## src/hdl/hta_pkg.sv

```systemverilog
// ----------------------------------------------------------------------------
// hta_pkg: shared constants and types
// conversion coefficients, ring geometry, reciprocal constants, fsm states
// ----------------------------------------------------------------------------
package hta_pkg;

    localparam int HUM_DEPTH  = 5;
    localparam int TEMP_DEPTH = 5;

    localparam int CODE_W = 16;
    localparam int VAL_W  = 17;
    localparam int COEF_W = 8;
    localparam int FRAC_W = 8;
    localparam int CONV_W = CODE_W + COEF_W;

    localparam int HUM_COEF    = 125;
    localparam int TEMP_COEF   = 176;
    localparam int HUM_OFFSET  = 1536;
    localparam int TEMP_OFFSET = 12032;
    localparam int HUM_MAX     = 25600;
    localparam int VAL_MAX     = 33023;

    localparam logic CH_HUM  = 1'b0;
    localparam logic CH_TEMP = 1'b1;

    localparam int MAX_DEPTH = (HUM_DEPTH > TEMP_DEPTH) ? HUM_DEPTH : TEMP_DEPTH;
    localparam int IDX_W     = (MAX_DEPTH > 1) ? $clog2(MAX_DEPTH) : 1;
    localparam int ENTRIES   = HUM_DEPTH + TEMP_DEPTH;
    localparam int ADDR_W    = $clog2(ENTRIES);

    // biased sum stays nonnegative: every entry is at least -TEMP_OFFSET
    localparam int SPAN    = VAL_MAX + TEMP_OFFSET;
    localparam int DIV_RAW = $clog2(MAX_DEPTH * SPAN + 1);
    localparam int DIV_W   = (DIV_RAW > VAL_W) ? DIV_RAW : VAL_W + 1;
    localparam int RECIP_W = DIV_W + 1;
    localparam int PROD_W  = DIV_W + RECIP_W;

    localparam logic [RECIP_W-1:0] HUM_RECIP  = RECIP_W'((2 ** DIV_W) / HUM_DEPTH);
    localparam logic [RECIP_W-1:0] TEMP_RECIP = RECIP_W'((2 ** DIV_W) / TEMP_DEPTH);
    localparam logic [DIV_W-1:0]   HUM_DIV    = DIV_W'(HUM_DEPTH);
    localparam logic [DIV_W-1:0]   TEMP_DIV   = DIV_W'(TEMP_DEPTH);
    localparam logic [DIV_W-1:0]   HUM_BIAS   = DIV_W'(HUM_DEPTH * TEMP_OFFSET);
    localparam logic [DIV_W-1:0]   TEMP_BIAS  = DIV_W'(TEMP_DEPTH * TEMP_OFFSET);
    localparam logic [IDX_W-1:0]   HUM_LAST   = IDX_W'(HUM_DEPTH - 1);
    localparam logic [IDX_W-1:0]   TEMP_LAST  = IDX_W'(TEMP_DEPTH - 1);
    localparam logic [ADDR_W-1:0]  HUM_BASE   = '0;
    localparam logic [ADDR_W-1:0]  TEMP_BASE  = ADDR_W'(HUM_DEPTH);

    typedef enum logic [2:0] {
        S_IDLE,
        S_CONV,
        S_WALK,
        S_DRAIN,
        S_MUL,
        S_FIX
    } state_t;

endpackage

```

## src/hdl/hta_in_if.sv

```systemverilog
// ----------------------------------------------------------------------------
// hta_in_if: sample channel
// valid/ready handshake carrying the channel select and the raw sensor code
// ----------------------------------------------------------------------------
interface hta_in_if;
    import hta_pkg::*;

    logic              valid;
    logic              ready;
    logic              action;
    logic [CODE_W-1:0] raw_code;

    modport source
    (
        output valid,
        output action,
        output raw_code,
        input  ready
    );

    modport sink
    (
        input  valid,
        input  action,
        input  raw_code,
        output ready
    );

endinterface

```

## src/hdl/hta_out_if.sv

```systemverilog
// ----------------------------------------------------------------------------
// hta_out_if: result channel
// valid/ready handshake carrying the channel, converted reading and mean
// ----------------------------------------------------------------------------
interface hta_out_if;
    import hta_pkg::*;

    logic                    valid;
    logic                    ready;
    logic                    channel;
    logic signed [VAL_W-1:0] value;
    logic signed [VAL_W-1:0] average;

    modport source
    (
        output valid,
        output channel,
        output value,
        output average,
        input  ready
    );

    modport sink
    (
        input  valid,
        input  channel,
        input  value,
        input  average,
        output ready
    );

endinterface

```

## src/hdl/humidity_temp_convert_average.sv

```systemverilog
// steps: S_CONV, S_WALK, S_DRAIN, S_MUL, then S_FIX loads the result once the
//   output register is free; a new sample is taken only back in S_IDLE, after
//   the walk over the channel's ring through the single memory read port
// a finished result waits in the output register while the next sample is taken
// reset: rst_n clears fsm, slot pointers and ring valid bits at once, no sweep;
//   an entry never written reads as zero
// ----------------------------------------------------------------------------
// humidity_temp_convert_average: sensor code conversion with moving average
// converts a raw code to fixed point, stores it in the channel's ring in a
// synchronous memory and returns the reading with the floored ring mean
// ----------------------------------------------------------------------------
module humidity_temp_convert_average
(
    input  logic clk,
    input  logic rst_n,
    hta_in_if.sink    sample,
    hta_out_if.source result
);
    import hta_pkg::*;

    state_t state_reg;
    state_t state_next;

    logic                    chan_reg;
    logic [CODE_W-1:0]       code_reg;
    logic signed [VAL_W-1:0] value_reg;
    logic signed [VAL_W-1:0] value_next;

    logic [IDX_W-1:0] cnt_reg;
    logic [IDX_W-1:0] cnt_next;
    logic             rd_pend_reg;
    logic             rd_pend_next;
    logic [IDX_W-1:0] rd_idx_reg;
    logic             rd_valid_reg;

    logic [DIV_W-1:0]  sum_reg;
    logic [DIV_W-1:0]  sum_next;
    logic [PROD_W-1:0] prod_reg;
    logic [PROD_W-1:0] prod_next;

    logic [IDX_W-1:0]   hum_slot_reg;
    logic [IDX_W-1:0]   hum_slot_next;
    logic [IDX_W-1:0]   temp_slot_reg;
    logic [IDX_W-1:0]   temp_slot_next;
    logic [ENTRIES-1:0] valid_reg;
    logic [ENTRIES-1:0] valid_next;

    logic                    out_valid_reg;
    logic                    out_valid_next;
    logic                    out_channel_reg;
    logic signed [VAL_W-1:0] out_value_reg;
    logic signed [VAL_W-1:0] out_average_reg;
    logic signed [VAL_W-1:0] avg_next;
    logic                    out_load;

    logic signed [VAL_W-1:0] ring_mem [ENTRIES];
    logic signed [VAL_W-1:0] rd_data_reg;
    logic                    ring_we;
    logic [ADDR_W-1:0]       ring_waddr;
    logic [ADDR_W-1:0]       rd_addr;

    // per-channel constants
    logic [IDX_W-1:0]   depth_last;
    logic [ADDR_W-1:0]  base;
    logic [RECIP_W-1:0] recip;
    logic [DIV_W-1:0]   depth_div;
    logic [DIV_W-1:0]   bias;
    logic [IDX_W-1:0]   slot_cur;

    // conversion datapath
    logic [COEF_W-1:0]       coef;
    logic [CONV_W-1:0]       conv_prod;
    logic signed [VAL_W:0]   conv_shift;
    logic signed [VAL_W:0]   conv_offset;
    logic signed [VAL_W:0]   conv_diff;

    // accumulate and divide datapath
    logic signed [VAL_W-1:0] entry;
    logic [DIV_W-1:0]        entry_ext;
    logic [DIV_W-1:0]        quot0;
    logic [DIV_W-1:0]        quot_back;
    logic [DIV_W-1:0]        rem;
    logic [DIV_W-1:0]        quot;
    logic [DIV_W-1:0]        avg_wide;

    assign sample.ready   = (state_reg == S_IDLE);
    assign result.valid   = out_valid_reg;
    assign result.channel = out_channel_reg;
    assign result.value   = out_value_reg;
    assign result.average = out_average_reg;

    always_comb
    begin
        if (chan_reg == CH_TEMP)
        begin
            depth_last  = TEMP_LAST;
            base        = TEMP_BASE;
            recip       = TEMP_RECIP;
            depth_div   = TEMP_DIV;
            bias        = TEMP_BIAS;
            slot_cur    = temp_slot_reg;
            coef        = COEF_W'(TEMP_COEF);
            conv_offset = (VAL_W + 1)'(TEMP_OFFSET);
        end
        else
        begin
            depth_last  = HUM_LAST;
            base        = HUM_BASE;
            recip       = HUM_RECIP;
            depth_div   = HUM_DIV;
            bias        = HUM_BIAS;
            slot_cur    = hum_slot_reg;
            coef        = COEF_W'(HUM_COEF);
            conv_offset = (VAL_W + 1)'(HUM_OFFSET);
        end
    end

    // code conversion
    always_comb
    begin
        conv_prod  = CONV_W'(coef) * CONV_W'(code_reg);
        conv_shift = signed'({2'b00, conv_prod[CONV_W-1:FRAC_W]});
        conv_diff  = conv_shift - conv_offset;
        value_next = VAL_W'(conv_diff);
        if (chan_reg == CH_HUM)
        begin
            if (conv_diff < 0)
            begin
                value_next = '0;
            end
            else if (conv_diff > (VAL_W + 1)'(HUM_MAX))
            begin
                value_next = VAL_W'(HUM_MAX);
            end
        end
    end

    // entry of the walk, with the new reading forwarded into its slot
    always_comb
    begin
        if (rd_idx_reg == slot_cur)
        begin
            entry = value_reg;
        end
        else if (rd_valid_reg)
        begin
            entry = rd_data_reg;
        end
        else
        begin
            entry = '0;
        end
        entry_ext = {{(DIV_W - VAL_W){entry[VAL_W-1]}}, entry};
    end

    // floored mean by reciprocal multiply and one correction step
    always_comb
    begin
        quot0     = prod_reg[DIV_W +: DIV_W];
        quot_back = quot0 * depth_div;
        rem       = sum_reg - quot_back;
        quot      = (rem >= depth_div) ? quot0 + DIV_W'(1) : quot0;
        avg_wide  = quot - DIV_W'(TEMP_OFFSET);
        avg_next  = VAL_W'(avg_wide);
    end

    assign rd_addr    = base + ADDR_W'(cnt_reg);
    assign ring_waddr = base + ADDR_W'(slot_cur);

    always_comb
    begin
        state_next     = state_reg;
        cnt_next       = cnt_reg;
        rd_pend_next   = 1'b0;
        sum_next       = sum_reg;
        prod_next      = prod_reg;
        hum_slot_next  = hum_slot_reg;
        temp_slot_next = temp_slot_reg;
        valid_next     = valid_reg;
        ring_we        = 1'b0;
        out_load       = 1'b0;

        if (rd_pend_reg)
        begin
            sum_next = sum_reg + entry_ext;
        end

        unique case (state_reg)
            S_IDLE:
            begin
                if (sample.valid)
                begin
                    state_next = S_CONV;
                end
            end
            S_CONV:
            begin
                cnt_next   = '0;
                sum_next   = bias;
                state_next = S_WALK;
            end
            S_WALK:
            begin
                rd_pend_next = 1'b1;
                if (cnt_reg == depth_last)
                begin
                    state_next = S_DRAIN;
                end
                else
                begin
                    cnt_next = cnt_reg + IDX_W'(1);
                end
            end
            S_DRAIN:
            begin
                state_next = S_MUL;
            end
            S_MUL:
            begin
                ring_we                = 1'b1;
                valid_next[ring_waddr] = 1'b1;
                prod_next              = PROD_W'(sum_reg) * PROD_W'(recip);
                if (chan_reg == CH_TEMP)
                begin
                    temp_slot_next = (temp_slot_reg == TEMP_LAST) ? '0
                                                                  : temp_slot_reg + IDX_W'(1);
                end
                else
                begin
                    hum_slot_next = (hum_slot_reg == HUM_LAST) ? '0
                                                               : hum_slot_reg + IDX_W'(1);
                end
                state_next = S_FIX;
            end
            S_FIX:
            begin
                if (!out_valid_reg || result.ready)
                begin
                    out_load   = 1'b1;
                    state_next = S_IDLE;
                end
            end
            default:
            begin
                state_next = S_IDLE;
            end
        endcase

        if (out_load)
        begin
            out_valid_next = 1'b1;
        end
        else if (result.ready)
        begin
            out_valid_next = 1'b0;
        end
        else
        begin
            out_valid_next = out_valid_reg;
        end
    end

    always_ff @(posedge clk or negedge rst_n)
    begin
        if (!rst_n)
        begin
            state_reg     <= S_IDLE;
            cnt_reg       <= '0;
            rd_pend_reg   <= 1'b0;
            rd_idx_reg    <= '0;
            rd_valid_reg  <= 1'b0;
            hum_slot_reg  <= '0;
            temp_slot_reg <= '0;
            valid_reg     <= '0;
            out_valid_reg <= 1'b0;
        end
        else
        begin
            state_reg     <= state_next;
            cnt_reg       <= cnt_next;
            rd_pend_reg   <= rd_pend_next;
            rd_idx_reg    <= cnt_reg;
            rd_valid_reg  <= valid_reg[rd_addr];
            hum_slot_reg  <= hum_slot_next;
            temp_slot_reg <= temp_slot_next;
            valid_reg     <= valid_next;
            out_valid_reg <= out_valid_next;
        end
    end

    always_ff @(posedge clk)
    begin
        if (sample.valid && sample.ready)
        begin
            chan_reg <= sample.action;
            code_reg <= sample.raw_code;
        end
        if (state_reg == S_CONV)
        begin
            value_reg <= value_next;
        end
        sum_reg  <= sum_next;
        prod_reg <= prod_next;
        if (out_load)
        begin
            out_channel_reg <= chan_reg;
            out_value_reg   <= value_reg;
            out_average_reg <= avg_next;
        end
    end

    // ring memory
    always_ff @(posedge clk)
    begin
        if (ring_we)
        begin
            ring_mem[ring_waddr] <= value_reg;
        end
        rd_data_reg <= ring_mem[rd_addr];
    end

    a_accept_starts: assert property (@(posedge clk) disable iff (!rst_n)
        sample.valid && sample.ready |=> state_reg == S_CONV)
        else $error("accepted transaction did not start conversion");

    a_write_after_walk: assert property (@(posedge clk) disable iff (!rst_n)
        ring_we |-> !rd_pend_reg && $past(state_reg) == S_DRAIN)
        else $error("ring write overlaps the walk");

    a_slot_range: assert property (@(posedge clk) disable iff (!rst_n)
        hum_slot_reg <= HUM_LAST && temp_slot_reg <= TEMP_LAST)
        else $error("slot pointer beyond ring depth");

    a_hum_range: assert property (@(posedge clk) disable iff (!rst_n)
        out_valid_reg && out_channel_reg == CH_HUM
        |-> out_value_reg >= 0 && out_value_reg <= HUM_MAX
            && out_average_reg >= 0 && out_average_reg <= HUM_MAX)
        else $error("humidity result out of range");

    a_result_loads: assert property (@(posedge clk) disable iff (!rst_n)
        state_reg == S_FIX && (!out_valid_reg || result.ready)
        |=> out_valid_reg && state_reg == S_IDLE)
        else $error("finished result not presented");

endmodule

```

## src/flat_wrapper.sv

```systemverilog
// flat-port wrapper written by rule: the top's interface ports become plain ports
module humidity_temp_convert_average_flat import hta_pkg::*;
  (clk, rst_n, sample_valid, sample_action, sample_raw_code, sample_ready, result_valid, result_channel, result_value, result_average, result_ready);
  hta_in_if sample_i ();
  hta_out_if result_i ();
  input  logic clk;
  input  logic rst_n;
  input wire logic [$bits(sample_i.valid)-1:0] sample_valid;
  input wire logic [$bits(sample_i.action)-1:0] sample_action;
  input wire logic [$bits(sample_i.raw_code)-1:0] sample_raw_code;
  output wire logic [$bits(sample_i.ready)-1:0] sample_ready;
  output wire logic [$bits(result_i.valid)-1:0] result_valid;
  output wire logic [$bits(result_i.channel)-1:0] result_channel;
  output wire logic [$bits(result_i.value)-1:0] result_value;
  output wire logic [$bits(result_i.average)-1:0] result_average;
  input wire logic [$bits(result_i.ready)-1:0] result_ready;
  assign sample_i.valid = sample_valid;
  assign sample_i.action = sample_action;
  assign sample_i.raw_code = sample_raw_code;
  assign sample_ready = sample_i.ready;
  assign result_valid = result_i.valid;
  assign result_channel = result_i.channel;
  assign result_value = result_i.value;
  assign result_average = result_i.average;
  assign result_i.ready = result_ready;
  humidity_temp_convert_average u_core (.clk(clk), .rst_n(rst_n), .sample(sample_i), .result(result_i));
endmodule
```

## config.mk

```make
export PLATFORM = sky130hd
export DESIGN_NAME = humidity_temp_convert_average_flat
export DESIGN_NICKNAME = d
export VERILOG_FILES = /design/src/hdl/hta_pkg.sv /design/src/hdl/hta_in_if.sv /design/src/hdl/hta_out_if.sv /design/src/hdl/humidity_temp_convert_average.sv /design/src/flat_wrapper.sv
export SDC_FILE = /design/constraint.sdc
export NUM_CORES = 1
export LEC_CHECK = 0
export ABC_AREA = 1
export ABC_CLOCK_PERIOD_IN_PS = 7300
export BUFFER_PORTS_ARGS = -buffer_cell sky130_fd_sc_hd__buf_2
export CORE_ASPECT_RATIO = 0.9
export CORE_UTILIZATION = 30
export DETAILED_ROUTE_END_ITERATION = 8
export GPL_ROUTABILITY_DRIVEN = 0
export PLACE_DENSITY = 0.55
export SETUP_SLACK_MARGIN = 0.15
export SYNTH_ARGS = -nofsm -noshare
export SYNTH_HDL_FRONTEND = slang
export SYNTH_SLANG_ARGS = --single-unit
```

## constraint.sdc

```tcl
create_clock -name clk -period 7.3 [get_ports clk]
set_input_delay 0 -clock clk [delete_from_list [all_inputs] [get_ports clk]]
set_output_delay 0 -clock clk [all_outputs]
set_load 0.02 [all_outputs]
```

Yosys cells after proc, flatten, opt, wreduce, memory -nomap -nowiden --
Memories as Yosys holds them, arrays and structs flattened. A register that Yosys moved wholly into a read port is not among the register bits. Index checks and enable logic that the tools add are counted.
Word-level totals: register bits after elaboration 147, memory bits (writable) 170, word-level logic and storage cells 93, memories kept 1
Memories:
- u_core.ring_mem | depth 10, width 17, rd ports 1, clocked after memory_dff 1, wr ports 1, line humidity_temp_convert_average.sv:56 | logic signed [VAL_W-1:0] ring_mem [ENTRIES];
Cells by class: add/subtract/negate cells 10, $mul 3, $lt $le $gt $ge 6, equality and inequality tests 13, muxes and demuxes 30, bitwise gates (word level) 2, reductions and logical operators 11
Operators by type and width (number):
- 17-bit two-way mux | 6
- 18-bit by 14-bit multiplier with 32-bit output, second input constant | 1
- 8-bit by 16-bit multiplier with 24-bit output | 1
- 3-bit two-way mux | 8
- 18-bit adder | 1
- 18-bit by 3-bit greater-or-equal comparator with 1-bit output, second input constant | 1
- 16-bit by 3-bit multiplier with 18-bit output, second input constant | 1
- 3-bit one-hot mux with 6 select lines | 1
- 18-bit subtractor | 1
- 16-bit by 1-bit adder with 17-bit output, second input constant | 1
- 17-bit by 16-bit > comparator with 1-bit output, second input constant | 1
- 17-bit by 1-bit < comparator with 1-bit output, second input constant | 1
- 16-bit by 14-bit subtractor with 17-bit output | 1
- 17-bit by 14-bit subtractor with 17-bit output, second input constant | 1
- 3-bit == test, second input constant | 5
- 14-bit two-way mux | 1
- 4-bit by 5-bit < comparator with 1-bit output, second input constant | 2
- 1-bit two-way mux | 10
- 10-bit OR | 1
- 3-bit by 1-bit adder with 3-bit output, second input constant | 3
- 4-bit by 3-bit adder with 4-bit output | 2
- 8-bit two-way mux | 1
- 3-bit by 2-bit == test with 1-bit output, second input constant | 2
- 3-bit one-hot mux with 2 select lines | 1
- other kinds (15) | 21

Logic depth before layout (Yosys ltp) --
Gate-level depths: netlist of run 1.
depth in word-level cells 7, gate-level depth with buffers 41, gate-level depth less buffers 39

Worst setup path before layout of run 1 --
No wires, ideal clock.
path type register -> register, start register u_core.chan_reg, end register u_core.value_reg[7], data pin, library setup time 259 ps, data arrival time 6096 ps, required time 7041 ps, slack 946 ps, stages on the path, launching flop included 37, cell sequence edfxtp_1 > buf_6 > clkbuf_1 > clkbuf_1 > nor2_1 > o21bai_1 > ha_1 > clkbuf_1 > fa_1 > fa_1 > inv_1 > fa_1 > inv_1 > ha_1 > a21o_1 > a21oi_1 > nand2_1 > a21oi_1 > o21ai_0 > a21oi_1 > xnor2_1 > ha_1 > nand2_1 > inv_1 > nand3_1 > nand2_1 > inv_1 > nand3_2 > nand2_1 > nand2_1 > nor2_2 > inv_2 > nor2_4 > inv_2 > nand2_2 > buf_6 > nor2_1
Between the ends: cells in the longest elaborated chain, start to end 7, elaborated cells between the ends (all ways) 9, classes of those cells add/sub (1); mul (1); order compare (2); mux (5)
Ends and longest elaborated chain:
- start, declared | line humidity_temp_convert_average.sv:24 | logic chan_reg;
- start signal, assigned | line humidity_temp_convert_average.sv:295 | chan_reg <= sample.action;
- 8-bit two-way mux | line humidity_temp_convert_average.sv:94 | if (chan_reg == CH_TEMP)
- 8-bit by 16-bit multiplier with 24-bit output | line humidity_temp_convert_average.sv:121 | conv_prod = CONV_W'(coef) * CONV_W'(code_reg);
- 16-bit by 14-bit subtractor with 17-bit output | line humidity_temp_convert_average.sv:123 | conv_diff = conv_shift - conv_offset;
- 17-bit by 16-bit > comparator with 1-bit output | line humidity_temp_convert_average.sv:131 | else if (conv_diff > (VAL_W + 1)'(HUM_MAX))
- 17-bit two-way mux | line humidity_temp_convert_average.sv:131
- 17-bit two-way mux | line humidity_temp_convert_average.sv:127 | if (conv_diff < 0)
- 17-bit two-way mux (*) | line humidity_temp_convert_average.sv:125 | if (chan_reg == CH_HUM)
- named net u_core.value_next[7] | line humidity_temp_convert_average.sv:27 | logic signed [VAL_W-1:0] value_next;
- end signal, assigned | line humidity_temp_convert_average.sv:300 | value_reg <= value_next;
- end, declared | line humidity_temp_convert_average.sv:26 | logic signed [VAL_W-1:0] value_reg;
Mark *: on every way through the listed nets, which the timed path passes. The rest lies on a longest branch. A chain may end at the register's enable or synchronous reset.

Worst setup path after layout of run 1 --
Same ends and word-level chain as after synthesis.

==> results of run 1 <==
[critical path, delay by kind of cell (launching register included)]
family,cells,cell delay [ns]
compound gates,6,1.09
xor+xnor,1,0.16
fa+ha+maj,6,2.73
buf+inv,6,0.52
flops,1,0.41
simple gates,10,1.40
[what timing repair did]
action,CTS,global route
endpoints found under the setup margin,0,14
hold buffers,20,0
endpoints found under the hold margin,48,0
buffers inserted,0,2
gates resized for setup,0,0
[path summary, 6_finish.rpt]
check                                             endpoint  slack (ns)  cells after the start
setup / recovery             u_core.value_reg[7]$_DFFE_PP_        0.71                     29
setup reg to reg             u_core.value_reg[7]$_DFFE_PP_        0.71                     29
min in group clk             u_core.code_reg[12]$_DFFE_PP_        0.16                      2
hold reg to reg             u_core.rd_idx_reg[1]$_DFF_PN0_        0.44                      0
hold / removal             u_core.state_reg[0]$_DFFE_PN0P_        0.11                      2
max in group asynchronous  u_core.result.valid$_DFFE_PN0P_        6.76                      2
[through the flow]
stage                     cell area, um2  setup slack (ns)  hold slack (ns)
after floorplan                    23400             0.946           -0.296
after global placement             24900             0.622           0.0757
after detailed placement           24900             0.481           0.0768
after CTS                          26400             0.444           0.0971
after global routing               26400             0.171            0.150
final                              26400             0.712            0.106
[area by class of cell]
cell class	count	area share [%]
inverter	399	5.68
clock inverter	19	0.834
clock buffer	53	4.01
timing repair buffer	102	2.60
tap	1029	4.87
multi-input combinational	1663	47.7
sequential	318	34.3
[metal layers]
metal / wire length [um] / global-route usage [%]
met4: 1020 / 3.32
met2: 24800 / 22.7
met1: 27700 / 21.1
met5: 13 / 0
met3: 2790 / 1.82
[kinds of logic after synthesis]
kind of cell / after synthesis / share of synthesized area, %
and+or+nand+nor: 804 / 15.2
DFF: 318 / 38.7
xor gates and xnor gates: 76 / 2.85
AOI/OAI and AO/OA: 376 / 9.25
buffers and inverters: 464 / 7.56
adders and majority gates: 407 / 26.4
[layout by cell type, fill, tap and decap left out, types with 15 or more instances in the layout]
master and instances:
dlygate4sd3_1 20, a31oi_1 19, fa_1 144, o21bai_1 15, nand2_2 25, inv_1 388
o21ai_0 143, dfxtp_1 35, nor2_2 25, nand2_1 365, o22ai_1 17, ha_1 262
xnor2_1 31, xor2_1 45, buf_2 57, nand4_1 21, nor2_1 192, dfrtp_1 28
a21oi_1 119, nor4_1 18, nor3_1 34, clkbuf_16 39, edfxtp_1 255, buf_4 24
nand3_1 85
==> metrics, run 1 <==
crit path DAT 6.88 ns; Clock Skew 0.0286 ns; run status completed; largest net degree at the start of global routing 74; multi-input logic area 12600 um2; final core utilization 34.5%; cell accounting for the most synthesized area edfxtp_1; Die H 267 um; synthesis-to-finish area growth 13.0%; grt ovf 0; Ant. Diodes 0; Clock transition at path regs 0.05 ns; row count 96; post-route ant nets 0; crit-path max FO 14; Core Area 76600 um2; HP Class input pin to asynchronous set/reset pin; CTS max path bufs 3; ratio of cells with drive above 1 in the final layout 8.93%; most frequent cell after synthesis inv_1; slowest stage cell, crit path fa_1; synthesized area per cell 9.56 um2; RSZ-0062 raised after global routing no; crit start category flip-flop; EDFF count, synth 255; DPL Wire Length 41700 um; # setup viols final 0; vias in the first global route 16300; clock root buffer master clkbuf_16; Yosys warnings 0; Worst-Margin Slew 1.15 ns; Yosys reg bits 318; DRC violations left 0; Yosys cell types 53; Slew headroom 23.3%; max_cap viols 0; worst reg2reg startpoint u_core.chan_reg$_DFFE_PP_; # placed instances 3489; Syn Nets 2873; clk_lat worst skew 0.58 ns; Hold Fails Final Rpt 0; fin crit period 6.59 ns; CTS Buf Count 39; initial antenna violation count 2; required time of the critical path 7.59 ns; Main synth FF type edfxtp_1; GRT Total Usage 14.5%; Synth async-reset ratio 8.81%; Commonest cells post-synth 388 x inv_1, 365 x nand2_1, 263 x ha_1, 255 x edfxtp_1, 205 x nor2_1; crit path from u_core.chan_reg$_DFFE_PP_; H-tree levels 2; die area 79000 um2; Worst setup EP type flip-flop; FMAX 152 MHz; Synth top area share 32.8%; period utilisation layout 90.2%; Initial DRC Count 1011; Pre-antenna DRT Iters 5; Crit Path Class flip-flop to flip-flop; die width 296 um; IO Port Bufs 57; final wirelength 56200 um; Largest stage delay, worst path 0.55 ns; DR vias 16700; Filler Cells Inserted 7875; Slew Limit Fails 0; global-route wire length before repair 89800 um; CTS tree yes; setup TNS 0 ns; Storage cell area 9060 um2; post-synthesis instance total 2445; num ports 58; Initial Util 30.5%; Post-Syn Area 23400 um2; post-synthesis sequential area ratio 38.7%; max reg flops 170; CP dominant cell by count inv_1; wire length per cell 15.7 um; final std cells w/o fill 3583; CTS sink cnt 318; main area contributors after synthesis edfxtp_1 33%, ha_1 14%, fa_1 12%, inv_1 6.2%, nand2_1 5.9%; DR vias/cell 4.66; # nets final 2951
Power of run 1 is not shown: default switching activity piles up to over one toggle a cycle in this logic, so the estimate is an artifact.
==> inputs of run 2 (changes only) <==
- ABC_AREA: 1 -> unset
==> run 2 against run 1 <==
Non-clock buffer count increased by 29. Clock skew decreased by 0.0076 ns. Global-route usage decreased by 1.0 points. Final area decreased by 2.2%. Critical path depth decreased by 1. Final cell count decreased by 17%. Worst hold slack got worse by 0.075 ns.
==> metrics, run 2 <==
Crit Path Class flip-flop to flip-flop (unchanged); minimum hold slack 0.0307 ns (was 0.106 ns); Clock transition at path regs 0.06 ns (was 0.05 ns); compound-gate portion of the synthesized area 8.93% (was 9.25%); Hold Fails Final Rpt 0 (unchanged); Initial Util 30.5% (about the same); most frequent cells in the layout 255 x inv_1, 255 x edfxtp_1, 252 x ha_1 (was 388 x inv_1, 365 x nand2_1, 262 x ha_1); die area 75600 um2 (was 79000 um2); Slew headroom 30.9% (was 23.3%); post-synthesis instance total 1889 (was 2445); die width 290 um (was 296 um); DP Area 23900 um2 (was 24900 um2); global-route wire length before repair 81000 um (was 89800 um); crit path DAT 7.31 ns (was 6.88 ns); CTS max path bufs 3 (unchanged); required time of the critical path 7.70 ns (was 7.59 ns); Yosys warnings 0 (unchanged); setup TNS 0 ns (unchanged); run status completed (unchanged); DRC violations left 0 (unchanged); # nets final 2424 (was 2951); # setup viols final 0 (unchanged); Yosys cell types 84 (was 53); CTS sink cnt 318 (unchanged); Core Area 73400 um2 (was 76600 um2); ratio of cells with drive above 1 in the final layout 14.9% (was 8.93%); Die H 261 um (was 267 um); Synth top area share 34.2% (was 32.8%); crit start category flip-flop (unchanged); IO Port Bufs 57 (unchanged); Largest stage delay, worst path 0.54 ns (was 0.55 ns); largest family of logic cells by synthesized area adder cells (unchanged); Post-Synth Adder-Cell Area 27.6% (was 26.4%); crit path buf inv count 9 (was 6); Syn Nets 2317 (was 2873); GRT Total Usage 13.5% (was 14.5%); row count 94 (was 96); vias in the first global route 15000 (was 16300); Worst-Margin Slew 1.04 ns (was 1.15 ns); WP depth 28 (was 29); XOR/XNOR Fraction of Synth Area 3.28% (was 2.85%); CTS tree yes (unchanged); wire length per cell 16.9 um (was 15.7 um); post-synthesis sequential area ratio 40.5% (was 38.7%); Slew Limit Fails 0 (unchanged); initial antenna violation count 1 (was 2); slowest stage cell, crit path fa_1 (unchanged); cell accounting for the most synthesized area edfxtp_1 (unchanged); Commonest cells post-synth 263 x ha_1, 260 x inv_1, 255 x edfxtp_1, 144 x fa_1, 132 x nand2_1 (was 388 x inv_1, 365 x nand2_1, 263 x ha_1, 255 x edfxtp_1, 205 x nor2_1); RSZ-0062 raised after global routing no (unchanged); Worst setup EP type flip-flop (unchanged); Pre-antenna DRT Iters 5 (unchanged); DR vias/cell 4.77 (was 4.66); main area contributors after synthesis edfxtp_1 34%, ha_1 15%, fa_1 13%, inv_1 4.4%, mux4_2 3.5% (was edfxtp_1 33%, ha_1 14%, fa_1 12%, inv_1 6.2%, nand2_1 5.9%); Clock Skew 0.0210 ns (was 0.0286 ns); most frequent cell after synthesis ha_1 (was inv_1); Initial DRC Count 740 (was 1011); synthesis-to-finish area growth 15.5% (was 13.0%); DR vias 14200 (was 16700); Post-Syn Area 22400 um2 (was 23400 um2); final wirelength 50500 um (was 56200 um); max reg flops 170 (unchanged); H-tree levels 2 (unchanged); fin crit period 6.91 ns (was 6.59 ns); Yosys reg bits 318 (unchanged); EDFF count, synth 255 (unchanged); FMAX 145 MHz (was 152 MHz); Synth Area in Simple Gates 8.73% (was 15.2%); Synth async-reset ratio 8.81% (unchanged); r2r setup slk 0.39 ns (was 0.71 ns); mux share of post-synthesis cell area 5.39% (was 0%); post-route ant nets 0 (unchanged); crit-path max FO 21 (was 14); grt ovf 0 (unchanged); CTS Buf Count 37 (was 39); synthesized area per cell 11.8 um2 (was 9.56 um2); clk_lat worst skew 0.55 ns (was 0.58 ns); cells on worst reg2reg path 28 (was 29); HP Class input pin to asynchronous set/reset pin (unchanged); Final Cell Area 25800 um2 (was 26400 um2); Main synth FF type edfxtp_1 (unchanged); DPL Wire Length 36100 um (was 41700 um); max_cap viols 0 (unchanged); Ant. Diodes 0 (unchanged); num ports 58 (unchanged); largest net degree at the start of global routing 48 (was 74); Crit path max-delay family adder cells (unchanged); period utilisation layout 94.7% (was 90.2%); clock root buffer master clkbuf_16 (unchanged)
run 2: changes by cell type in the layout (fill, tap and decap cells not counted), moves of 24 or more:
cell     previous run  this run
nand2_1           365       124
mux2i_1             0        35
a21oi_1           119        62
mux4_2              0        35
nor2_2             25         0
nand3_1            85        26
nor2_1            192        58
a21o_1             14        38
buf_4              24        48
nor2b_1             0        27
o21ai_0           143        63
inv_1             388       255
run 2: repair_timing:
item	CTS	global route
setup endpoints to repair	13	15
pin swaps	1	34
resized for setup	10	47
setup buffers	1	15
hold endpoints to repair	48	0
hold buffers	20	0
cloned	1	2
run 2: final timing paths:
path / start / endpoint
setup reg to reg: u_core.chan_reg$_DFFE_PP_ / u_core.value_reg[6]$_DFFE_PP_
min in group clk: sample_raw_code[8] / u_core.code_reg[8]$_DFFE_PP_
hold / removal: rst_n / u_core.rd_valid_reg$_DFF_PN0_
max in group asynchronous: rst_n / u_core.valid_reg[2]$_DFFE_PN0P_
hold reg to reg: u_core.valid_reg[6]$_DFFE_PN0P_ / u_core.valid_reg[6]$_DFFE_PN0P_
setup / recovery: u_core.chan_reg$_DFFE_PP_ / u_core.value_reg[6]$_DFFE_PP_
run 2: worst reg2reg max path: cells and delay by family, from the launching register on:
kind / cells / cell delay [ns]
AOI/OAI and AO/OA: 8 / 1.54
adders and majority gates: 6 / 2.57
buffers and inverters: 9 / 1.06
DFF: 1 / 0.46
muxes: 1 / 0.23
and+or+nand+nor: 4 / 0.93
run 2: cells by family after synthesis:
kind of cell	Yosys count
adders and majority gates	407
and+or+nand+nor	384
buffers and inverters	325
DFF	318
AOI/OAI and AO/OA	296
xor gates and xnor gates	83
muxes	76
run 2: stage by stage:
| step | util, % | setup slack (ns) | std cells |
|---|---|---|---|
| after floorplan | - | 0.219 | 1889 |
| after global placement | 32.6 | 0.149 | 2878 |
| after CTS | 34.7 | 0.154 | 2966 |
| after global routing | 35.2 | 0.123 | 2983 |
| final | 35.2 | 0.387 | 2983 |
| after detailed placement | 32.6 | 0.00248 | 2878 |
run 2: layer usage:
layer / routed length (um) / GRT usage (%) / vias up
met5: 0 / 0 / -
met4: 1450 / 5.01 / 0
met3: 1840 / 1.90 / 80
met2: 24200 / 23.5 / 259
met1: 23000 / 17.0 / 7018
li1: - / - / 6874
run 2: area by class of cell:
class | instances | area (um2)
clock inverter | 19 | 246
clock buffer | 47 | 1000
inverter | 261 | 980
tap | 960 | 1200
sequential | 318 | 9060
fill | 7196 | 47600
timing repair buffer | 131 | 942
multi-input combinational | 1247 | 12400
Power of run 2 is left out for the same reason.
==> inputs of run 3 (changes only) <==
- ABC_CLOCK_PERIOD_IN_PS: 7300 -> 5900
- PLACE_DENSITY: 0.55 -> 0.57
- clock period: 7.3 -> 5.9 ns (I/O delays scaled with it)
==> run 3 against run 2 <==
The run now ends with setup timing left. Critical path depth is the same. Die area unchanged. Largest cell class unchanged. Maximum frequency rose by 4.7%. Core utilization grew 1.3 points. Via count is 2.6% higher. Highest routed layer unchanged. Sequential cell count unchanged. Register-to-register slack got worse by 1.1 ns. Global-route usage about the same.
==> metrics, run 3 (synthesis gave the netlist of run 2 again) <==
crit path DAT 6.91 ns (was 7.31 ns); Hold Fails Final Rpt 0 (unchanged); GRT Total Usage 13.5% (about the same); fin crit period 6.60 ns (was 6.91 ns); Filler Cells Inserted 7121 (was 7196); slowest stage cell, crit path fa_1 (unchanged); DR vias 14600 (was 14200); final wirelength 50400 um (was 50500 um); DRC violations left 0 (unchanged); Largest stage delay, worst path 0.55 ns (was 0.54 ns); period utilisation layout 112% (was 94.7%); clock root buffer master clkbuf_16 (unchanged); die area 75600 um2 (unchanged); row count 94 (unchanged); clk_lat worst skew 0.56 ns (was 0.55 ns); most frequent cells in the layout 255 x edfxtp_1, 251 x inv_1, 249 x ha_1 (was 255 x inv_1, 255 x edfxtp_1, 252 x ha_1); most common cell after layout, fill and taps aside edfxtp_1; Clock transition at path regs 0.06 ns (about the same); DPL Wire Length 37300 um (was 36100 um); Core Area 73400 um2 (unchanged); required time of the critical path 6.20 ns (was 7.70 ns); wire length per cell 16.3 um (was 16.9 um); CTS Buf Count 38 (was 37); Crit Path Class flip-flop to flip-flop (unchanged); CTS sink cnt 318 (unchanged); # setup viols final 17 (was 0); crit start category flip-flop (unchanged); Crit path max-delay family adder cells (unchanged); HP Class input pin to asynchronous set/reset pin (unchanged); FMAX 151 MHz (was 145 MHz); ratio of cells with drive above 1 in the final layout 20.5% (was 14.9%); crit path buf inv count 7 (was 9); Slew Limit Fails 0 (unchanged); max reg flops 170 (unchanged); IO Port Bufs 57 (unchanged); PnR worst setup slack -0.705 ns (was 0.387 ns); minimum hold slack 0.0109 ns (was 0.0307 ns); Ant. Diodes 0 (unchanged); Die H 261 um (unchanged); CTS max path bufs 3 (unchanged); grt ovf 0 (unchanged); vias in the first global route 15500 (was 15000); Initial DRC Count 654 (was 740); Pre-antenna DRT Iters 4 (was 5); initial antenna violation count 0 (was 1); run status finished, violations left (was completed); Clock Skew 0.0249 ns (was 0.0210 ns); Initial Util 30.5% (unchanged); CTS tree yes (unchanged); num ports 58 (unchanged); H-tree levels 2 (unchanged); largest net degree at the start of global routing 56 (was 48); CP dominant cell by count fa_1; # nets final 2531 (was 2424); die width 290 um (unchanged); max_cap viols 0 (unchanged); Worst setup EP type flip-flop (unchanged); Worst-Margin Slew 0.993 ns (was 1.04 ns); global-route wire length before repair 81500 um (was 81000 um); DR vias/cell 4.72 (was 4.77); failing checks setup timing; Slew headroom 33.8% (was 30.9%); synthesis-to-finish area growth 19.9% (was 15.5%); post-route ant nets 0 (unchanged); RSZ-0062 raised after global routing yes (was no); crit-path max FO 7 (was 21)
## run 3: changes by cell type in the layout (fill, tap and decap cells not counted), sizes merged
cell      previous run  this run
inv                264       265
o311ai               4         3
clkbuf              48        49
clkinv              10         9
clkinvlp             1         2
buf                110       218
## run 3: layout make-up
type	instances	area, um2	share of cell area [%]
Clock buffer	49	1040	3.89
Sequential cell	318	9060	33.8
Timing Repair Buffer	238	1720	6.40
Multi-Input combinational cell	1246	12500	46.8
Clock inverter	20	253	0.942
Tap cell	960	1200	4.48
Inverter	261	992	3.70
## run 3: timing repair
action,CTS,global route
hold buffers,20,0
pin swaps,14,52
endpoints found under the hold margin,48,0
setup buffers,3,8
endpoints found under the setup margin,22,24
gates resized for setup,35,50
## run 3: path summary, 6_finish.rpt
path	slack (ns)	depth (start not counted)	endpoint	startpoint
worst max register to register	-0.70	28	u_core.value_reg[12]$_DFFE_PP_	u_core.chan_reg$_DFFE_PP_
worst min-delay path	0.01	2	u_core.temp_slot_reg[1]$_DFFE_PN0P_	rst_n
min in group clk	0.14	2	u_core.code_reg[10]$_DFFE_PP_	sample_raw_code[10]
max in group asynchronous	5.45	2	u_core.state_reg[2]$_DFFE_PN0P_	rst_n
worst max-delay path	-0.70	28	u_core.value_reg[12]$_DFFE_PP_	u_core.chan_reg$_DFFE_PP_
worst min register to register	0.46	1	u_core.valid_reg[2]$_DFFE_PN0P_	u_core.valid_reg[2]$_DFFE_PN0P_
## run 3: through the flow
step / setup WS (ns) / util [%] / setup TNS [ns] / instances / area [um2]
floorplan: -0.846 / - / -12.29 / 1889 / 22400
global placement: -0.767 / 33.8 / -11.05 / 2992 / 24800
detailed placement: -0.903 / 33.8 / -13.28 / 2992 / 24800
CTS: -0.752 / 36.1 / -10.68 / 3084 / 26500
global route: -0.985 / 36.5 / -14.44 / 3092 / 26800
finish: -0.705 / 36.5 / -9.81 / 3092 / 26800
## run 3: metal layers
metal	wire (um)	vias up	GRT usage, %	share of wire, %
li1	-	7085	-	-
met1	22800	7243	17.0	45
met2	24700	202	23.7	49
met3	1740	76	2.33	3.4
met4	1190	0	3.87	2.4
met5	0	-	0	0
Power of run 3 is left out for the same reason.
